File: src/rtl/brle8_pkg.sv
// Shared types and constants for the BMP RLE8 encoder.
// Used by the interfaces, the controller, the datapath and the top level.
package brle8_pkg;

  localparam int unsigned PIX_W       = 8;
  localparam int unsigned OUT_W       = 64;
  localparam int unsigned CNT_W       = 4;
  localparam int unsigned COL_W       = 13;
  localparam int unsigned ROW_W       = 16;
  localparam int unsigned CFG_IDX_W   = 1;
  localparam int unsigned CFG_DATA_W  = 16;
  localparam int unsigned MAX_WIDTH_D = 4096;
  localparam int unsigned MAX_RUN_D   = 255;

  localparam logic [CFG_IDX_W-1:0] CFG_WIDTH  = 1'd0;
  localparam logic [CFG_IDX_W-1:0] CFG_HEIGHT = 1'd1;

  typedef enum logic [2:0] {
    SRC_ZERO,
    SRC_ONE,
    SRC_LEN,
    SRC_LIT,
    SRC_VAL,
    SRC_EOL
  } src_e;

  typedef enum logic [1:0] {
    LEN_DIFF,
    LEN_REP,
    LEN_ONE,
    LEN_TWO
  } len_sel_e;

  typedef struct packed {
    logic     push;
    logic     step_start;
    logic     fetch;
    logic     shift;
    logic     set_len;
    len_sel_e len_sel;
    logic     rd_lit;
    logic     k_inc;
    logic     put;
    src_e     src;
    logic     commit;
    logic     row_end;
    logic     flush;
  } cmd_t;

  typedef struct packed {
    logic       restart;
    logic       w_one;
    logic       w_two;
    logic [1:0] lc;
    logic       inflight;
    logic       exhausted;
    logic       diff_cont;
    logic       rep_cont;
    logic       differs;
    logic       rep_ne;
    logic       cur_zero;
    logic       len_fits;
    logic       len_gt2;
    logic       len_odd;
    logic       k_last;
    logic       rowend_hit;
    logic       put_ok;
    logic       flush_ok;
  } sts_t;

endpackage

File: src/rtl/brle8_ctrl.sv
// Controller: sequences scan, token decision, byte emission and flush.
// Depends on brle8_pkg; commands brle8_datapath through cmd_t.
module brle8_ctrl (
  input  logic              clk_i,
  input  logic              rst_ni,
  input  logic              pix_valid_i,
  output logic              pix_ready_o,
  input  brle8_pkg::sts_t   sts_i,
  output brle8_pkg::cmd_t   cmd_o
);

  typedef enum logic [3:0] {
    ST_IDLE,
    ST_DIFF,
    ST_DEC,
    ST_REP,
    ST_ABS_Z,
    ST_ABS_N,
    ST_LIT_RD,
    ST_LIT_PUT,
    ST_PAD,
    ST_PAIR_ONE,
    ST_REP_N,
    ST_REP_V,
    ST_COMMIT,
    ST_EOL_Z,
    ST_EOL_V,
    ST_FLUSH
  } state_e;

  state_e state_q, state_d, resume_q, resume_d;
  logic   pair_q, pair_d;
  logic   have;

  always_comb begin
    cmd_o    = '0;
    state_d  = state_q;
    resume_d = resume_q;
    pair_d   = pair_q;
    have     = 1'b0;
    case (state_q)
      ST_IDLE: begin
        if (pix_valid_i) begin
          cmd_o.push       = 1'b1;
          cmd_o.step_start = 1'b1;
          state_d          = resume_q;
        end
      end
      ST_DIFF: begin
        if (!sts_i.inflight) begin
          if (sts_i.w_one || sts_i.w_two) begin
            have = sts_i.w_one ? (sts_i.lc != 2'd0) : (sts_i.lc >= 2'd2);
            if (have) begin
              cmd_o.set_len = 1'b1;
              cmd_o.len_sel = sts_i.w_one ? brle8_pkg::LEN_ONE : brle8_pkg::LEN_TWO;
              pair_d        = 1'b1;
              state_d       = ST_PAIR_ONE;
            end else if (sts_i.exhausted) begin
              resume_d = state_q;
              state_d  = ST_FLUSH;
            end else begin
              cmd_o.fetch = 1'b1;
            end
          end else if (!sts_i.diff_cont) begin
            state_d = ST_DEC;
          end else if (sts_i.lc != 2'd3) begin
            if (sts_i.exhausted) begin
              resume_d = state_q;
              state_d  = ST_FLUSH;
            end else begin
              cmd_o.fetch = 1'b1;
            end
          end else if (sts_i.differs) begin
            cmd_o.shift = 1'b1;
          end else begin
            state_d = ST_DEC;
          end
        end
      end
      ST_DEC: begin
        if (sts_i.cur_zero) begin
          state_d = ST_REP;
        end else if (!sts_i.len_fits) begin
          resume_d = state_q;
          state_d  = ST_FLUSH;
        end else begin
          cmd_o.set_len = 1'b1;
          cmd_o.len_sel = brle8_pkg::LEN_DIFF;
          pair_d        = !sts_i.len_gt2;
          state_d       = sts_i.len_gt2 ? ST_ABS_Z : ST_PAIR_ONE;
        end
      end
      ST_REP: begin
        if (!sts_i.inflight) begin
          have = sts_i.rep_cont ? (sts_i.lc >= 2'd2) : (sts_i.lc != 2'd0);
          if (!have) begin
            if (sts_i.exhausted) begin
              resume_d = state_q;
              state_d  = ST_FLUSH;
            end else begin
              cmd_o.fetch = 1'b1;
            end
          end else if (!sts_i.rep_cont || sts_i.rep_ne) begin
            cmd_o.set_len = 1'b1;
            cmd_o.len_sel = brle8_pkg::LEN_REP;
            state_d       = ST_REP_N;
          end else begin
            cmd_o.shift = 1'b1;
          end
        end
      end
      ST_ABS_Z: begin
        cmd_o.src = brle8_pkg::SRC_ZERO;
        if (sts_i.put_ok) begin
          cmd_o.put = 1'b1;
          state_d   = ST_ABS_N;
        end
      end
      ST_ABS_N: begin
        cmd_o.src = brle8_pkg::SRC_LEN;
        if (sts_i.put_ok) begin
          cmd_o.put = 1'b1;
          state_d   = ST_LIT_RD;
        end
      end
      ST_LIT_RD: begin
        cmd_o.rd_lit = 1'b1;
        state_d      = ST_LIT_PUT;
      end
      ST_LIT_PUT: begin
        cmd_o.src = brle8_pkg::SRC_LIT;
        if (sts_i.put_ok) begin
          cmd_o.put   = 1'b1;
          cmd_o.k_inc = 1'b1;
          if (sts_i.k_last) begin
            state_d = (!pair_q && sts_i.len_odd) ? ST_PAD : ST_COMMIT;
          end else begin
            state_d = pair_q ? ST_PAIR_ONE : ST_LIT_RD;
          end
        end
      end
      ST_PAD: begin
        cmd_o.src = brle8_pkg::SRC_ZERO;
        if (sts_i.put_ok) begin
          cmd_o.put = 1'b1;
          state_d   = ST_COMMIT;
        end
      end
      ST_PAIR_ONE: begin
        cmd_o.src = brle8_pkg::SRC_ONE;
        if (sts_i.put_ok) begin
          cmd_o.put = 1'b1;
          state_d   = ST_LIT_RD;
        end
      end
      ST_REP_N: begin
        cmd_o.src = brle8_pkg::SRC_LEN;
        if (sts_i.put_ok) begin
          cmd_o.put = 1'b1;
          state_d   = ST_REP_V;
        end
      end
      ST_REP_V: begin
        cmd_o.src = brle8_pkg::SRC_VAL;
        if (sts_i.put_ok) begin
          cmd_o.put = 1'b1;
          state_d   = ST_COMMIT;
        end
      end
      ST_COMMIT: begin
        cmd_o.commit = 1'b1;
        state_d      = sts_i.rowend_hit ? ST_EOL_Z : ST_DIFF;
      end
      ST_EOL_Z: begin
        cmd_o.src = brle8_pkg::SRC_ZERO;
        if (sts_i.put_ok) begin
          cmd_o.put = 1'b1;
          state_d   = ST_EOL_V;
        end
      end
      ST_EOL_V: begin
        cmd_o.src = brle8_pkg::SRC_EOL;
        if (sts_i.put_ok) begin
          cmd_o.put     = 1'b1;
          cmd_o.row_end = 1'b1;
          state_d       = ST_DIFF;
        end
      end
      ST_FLUSH: begin
        if (sts_i.flush_ok) begin
          cmd_o.flush = 1'b1;
          state_d     = ST_IDLE;
        end
      end
      default: begin
        state_d = ST_IDLE;
      end
    endcase
  end

  always_ff @(posedge clk_i or negedge rst_ni) begin
    if (!rst_ni) begin
      state_q  <= ST_IDLE;
      resume_q <= ST_DIFF;
      pair_q   <= 1'b0;
    end else begin
      state_q  <= state_d;
      pair_q   <= pair_d;
      resume_q <= sts_i.restart ? ST_DIFF : resume_d;
    end
  end

  assign pix_ready_o = (state_q == ST_IDLE);

endmodule

File: config.mk
export PLATFORM = sky130hd
export DESIGN_NAME = brle8_ctrl
export DESIGN_NICKNAME = d
export VERILOG_FILES = /design/src/rtl/brle8_pkg.sv /design/src/rtl/brle8_ctrl.sv
export SDC_FILE = /design/constraint.sdc
export NUM_CORES = 1
export LEC_CHECK = 0
export BUFFER_PORTS_ARGS = -buffer_cell sky130_fd_sc_hd__buf_2
export CAP_MARGIN = 25
export CORE_UTILIZATION = 45
export DETAILED_ROUTE_END_ITERATION = 12
export PLACE_DENSITY = 0.85
export SLEW_MARGIN = 5
export SYNTH_ARGS = -nofsm -noshare
export SYNTH_HDL_FRONTEND = slang
export SYNTH_SLANG_ARGS = --single-unit
File: constraint.sdc
create_clock -name clk_i -period 1.6 [get_ports clk_i]
set_input_delay 0.16 -clock clk_i [delete_from_list [all_inputs] [get_ports clk_i]]
set_output_delay 0.16 -clock clk_i [all_outputs]
set_load 0.03 [all_outputs]
==> flow_metrics.env, run 1 <==
export IMPL_die_y_um=52.2
export IMPL_io_pin_count=39
export IMPL_syn_num_nets=174
export IMPL_clockRootBuffer="clkbuf_4"
export IMPL_worstEndpointGrtRepair="cmd_o[13]"
export IMPL_cts_buffer_depth=2
export IMPL_syn_instance_count=152
export IMPL_initial_core_util_pct=49.5
export IMPL_yosysSeqAreaShare_pct=19.9
export IMPL_worst_endpoint_kind="primary output"
export IMPL_port_buffers=38
export IMPL_syn_area_per_cell_um2=7.47
export IMPL_status="aborted with a tool error"
export IMPL_synth_edff_count=0
export IMPL_clkSinkCount=9
export IMPL_synth_flop_cell="dfrtp_1"
export IMPL_gp_congestion=0.974
export IMPL_haltStage="5_1_grt"
export IMPL_tool_error="[ERROR DPL-0038] Utilization greater than 100%, impossible to legalize"
export IMPL_rows=17
export IMPL_async_reset_ff_share_pct=100
export IMPL_die_w_um=52.2
export IMPL_h_tree_depth=1
export IMPL_synth_cell_type_count=58
export IMPL_numCtsBuffers=3
export IMPL_placed_cell_area_um2=1710
export IMPL_synth_cell_area_um2=1140
export IMPL_place_hpwl_um=3330
export IMPL_grt_start_max_net_pins=16
export IMPL_ys_warn_count=0
export IMPL_ys_seq_elements=9
[stage by stage]
step           util, %  worst slack, ps  instances
2_1_floorplan        -             -251        152
3_3_place_gp      74.4             -156        250
3_5_place_dp      74.4             -253        250
4_1_cts           94.2             -330        273
[cells in the mapped netlist (2+ instances only)]
cell       instances  share of area, %
o2bb2ai_1          2               1.5
o21bai_1           2               1.3
mux2_1             2               2.0
inv_1              8               2.6
a21o_1             2               1.3
nand4b_1           2               1.5
nor4_1             5               2.8
nor3b_1            2               1.3
a21oi_1            4               1.8
or2_1              3               1.7
a31oi_1            3               1.7
dfrtp_1            8                18
nor3_1             5               2.2
nand2_1           13               4.3
a211oi_1           2               1.3
buf_2              5               2.2
o21a_1             2               1.3
nor2_1            13               4.3
o221ai_1           4               3.1
nor2b_1            6               3.3
nand2b_1           7               3.9
o21ai_0            8               3.5
o2111ai_1          2               1.5
o21ai_1            2              0.88
nand3_1            2              0.88
clkbuf_1           5               1.7
and3_1             2               1.1
[cells by family after synthesis]
group	Yosys count	share of synthesized area, %
compound gates	49	34.3
buf+inv	19	7.16
flops	9	19.9
simple gates	71	35.0
mux	3	2.86
xor+xnor	1	0.771
[repair_timing]
item                                   CTS
resized for setup                       80
setup endpoints to repair               23
endpoints found under the hold margin    9
pin swaps                               24
buffers inserted                        19
hold buffers                             1
==> run 2: changes to the inputs <==
--- a/config.mk
+++ b/config.mk
@@ -7,9 +7,10 @@
 export LEC_CHECK = 0
 export BUFFER_PORTS_ARGS = -buffer_cell sky130_fd_sc_hd__buf_2
 export CAP_MARGIN = 25
-export CORE_UTILIZATION = 45
+export CORE_AREA = 2 2 63 65
 export DETAILED_ROUTE_END_ITERATION = 12
-export PLACE_DENSITY = 0.85
+export DIE_AREA = 0 0 65 67
+export PLACE_DENSITY_LB_ADDON = 0.15
 export SLEW_MARGIN = 5
 export SYNTH_ARGS = -nofsm -noshare
 export SYNTH_HDL_FRONTEND = slang
==> constraint.sdc (replaced) <==
create_clock -name clk_i -period 2.1 [get_ports clk_i]
set_input_delay 0.21 -clock clk_i [delete_from_list [all_inputs] [get_ports clk_i]]
set_output_delay 0.21 -clock clk_i [all_outputs]
set_load 0.03 [all_outputs]
==> flow_metrics.env, run 2 <==
export IMPL_overflow=0
export IMPL_diodes=0
export IMPL_timing_final_crit_period_ps=2090
export IMPL_syn_num_nets=174
export IMPL_drtPass1Iterations=4
export IMPL_grt_start_max_net_pins=19
export IMPL_rows=22
export IMPL_synth_top_cell_area_share_pct=17.6
export IMPL_crit_arrival_ps=1880
export IMPL_fin_area_um2=1550
export IMPL_synth_edff_count=0
export IMPL_numCtsBuffers=3
export IMPL_antenna_found_initial=0
export IMPL_die_y_um=67
export IMPL_final_cells=245
export IMPL_status="finished, final reports clean"
export IMPL_antenna_left=0
export IMPL_netlist_top_cells_count="nand2_1 (13), nor2_1 (13), dfrtp_1 (8), inv_1 (8), o21ai_0 (8)"
export IMPL_grt_first_pass_wirelength_um=6050
export IMPL_setup_tns_ps=0
export IMPL_dieArea_um2=4360
export IMPL_dp_cells=237
export IMPL_async_reset_ff_share_pct=100
export IMPL_synth_cell_type_count=58
export IMPL_vias=1355
export IMPL_cts_buffer_depth=2
export IMPL_holdWs_ps=202
export IMPL_h_tree_depth=1
export IMPL_clock_latency_ps=230
export IMPL_drive_gt1_share_pct=37.6
export IMPL_synth_cell_area_um2=1140
export IMPL_required_ps=1890
export IMPL_tightest_slew_ps=432
export IMPL_io_pin_count=39
export IMPL_p_total_mw=2.11
export IMPL_via_per_inst=5.53
export IMPL_yosys_top_cells_area="dfrtp_1 (18%), nand2_1 (4.3%), nor2_1 (4.3%)"
export IMPL_die_w_um=65
export IMPL_wire_per_inst_um=15.5
export IMPL_rsz0062_at_grt="true"
export IMPL_drc=0
export IMPL_maxCapViolations=0
export IMPL_gp_congestion=0.824
export IMPL_ys_warn_count=0
export IMPL_cts_tree="yes"
export IMPL_syn2layout_area_growth_pct=36.0
export IMPL_endpoint_kind="output port"
export IMPL_hold_viol=0
export IMPL_crit_fanout=6
export IMPL_grt_pass1_vias=1245
export IMPL_port_buffers=38
export IMPL_synth_flop_cell="dfrtp_1"
export IMPL_place_hpwl_um=2990
export IMPL_power_leakage_nw=0.670
export IMPL_period_share_pct=99.6
export IMPL_ys_seq_elements=9
export IMPL_setup_viol=0
export IMPL_max_slew_margin_pct=71.2
export IMPL_slew_viol_final=0
export IMPL_power_per_cell_area_nw_per_um2=1370
export IMPL_worstSetupPathType="flip-flop to output port"
export IMPL_top_regs="resume_q (4), state_q (4), pair_q (1)"
export IMPL_synth_area_leader_cell="dfrtp_1"
export IMPL_initial_core_util_pct=31.5
export IMPL_core_um2=3610
export IMPL_nets=220
export IMPL_clkSinkCount=9
export IMPL_final_cell_mix="buf_2 (36), buf_4 (14), nand2_1 (12), nor2_1 (12)"
export IMPL_drt_initial_drc_count=70
export IMPL_groute_usage_overall_pct=17.9
export IMPL_syn_area_per_cell_um2=7.47
export IMPL_skew_ps=2.53
export IMPL_placed_cell_area_um2=1440
export IMPL_start_kind="flip-flop"
export IMPL_final_common_cell="buf_2"
export IMPL_ir_drop_mv=0.520
export IMPL_clockRootBuffer="clkbuf_8"
export IMPL_syn_instance_count=152
export IMPL_fmax_mhz=478
export IMPL_clk_pin_slew_ps=50
export IMPL_yosysSeqAreaShare_pct=19.9
export IMPL_drt_wl_total_um=3790
export IMPL_hold_path_class="primary input to flip-flop"
-- run 2: cell counts after synthesis --
Identical to the previous run, type by type.
-- run 2: layout make-up --
class	instances	area (µm²)
Sequential cell	9	231
Clock inverter	1	5.00
Tap cell	48	60.1
Timing Repair Buffer	52	315
Inverter	8	30.0
Clock buffer	3	41.3
Fill cell	398	2060
Multi-Input combinational cell	124	862
-- run 2: worst paths after layout --
| check | startpoint | endpoint | slack, ps | cells past startpoint |
|---|---|---|---|---|
| max in group asynchronous | rst_ni | resume_q[0] | 1500 | 2 |
| min | sts_i[18] | resume_q[3] | 200 | 2 |
| max reg2reg | state_q[1] | resume_q[1] | 20 | 6 |
| min in group asynchronous | rst_ni | resume_q[2] | 350 | 2 |
| min reg2reg | resume_q[3] | resume_q[3] | 540 | 1 |
| max | state_q[1] | cmd_o[13] | 8 | 5 |
-- run 2: through the flow --
| step | worst slack [ps] | util [%] |
|---|---|---|
| global placement | 205 | 39.8 |
| finish | 7.76 | 42.9 |
| CTS | -12.4 | 41.5 |
| detailed placement | 171 | 39.8 |
| floorplan | 45.2 | - |
| global route | -72.3 | 42.9 |
-- run 2: kinds of logic after synthesis --
| kind of cell | after synthesis | synth area share [%] |
|---|---|---|
| buf+inv | 19 | 7.16 |
| mux | 3 | 2.86 |
| xor+xnor | 1 | 0.771 |
| simple gates | 71 | 35.0 |
| flops | 9 | 19.9 |
| compound gates | 49 | 34.3 |
-- run 2: where the power goes --
| group | switching [mW] | internal, mW |
|---|---|---|
| clock network | 0.0708 | 0.130 |
| registers | 0.110 | 0.239 |
| logic | 0.910 | 0.654 |
| total | 1.09 | 1.02 |
-- run 2: what timing repair did --
item                                   in CTS  in global routing
resized for setup                           3                  8
hold buffers                                1                  0
endpoints found under the hold margin       8                  0
setup buffers                               0                  3
setup endpoints to repair                   2                  3
pin swaps                                   0                  1
-- run 2: worst max-delay path, stage by stage (launching register included) --
cell	delay, ps
dfrtp_2	440
or4b_4	550
a22oi_2	200
nor2_2	70
nor4_2	180
buf_4	210
-- run 2: routing by layer --
| metal | vias up | GRT usage (%) | wire length (µm) |
|---|---|---|---|
| met2 | 35 | 33.2 | 1960 |
| met3 | 0 | 2.70 | 168 |
| li1 | 666 | - | - |
| met1 | 654 | 22.8 | 1670 |
| met5 | - | 0 | 0 |
| met4 | 0 | 0.798 | 0 |
(Power assumes the default switching activity.)
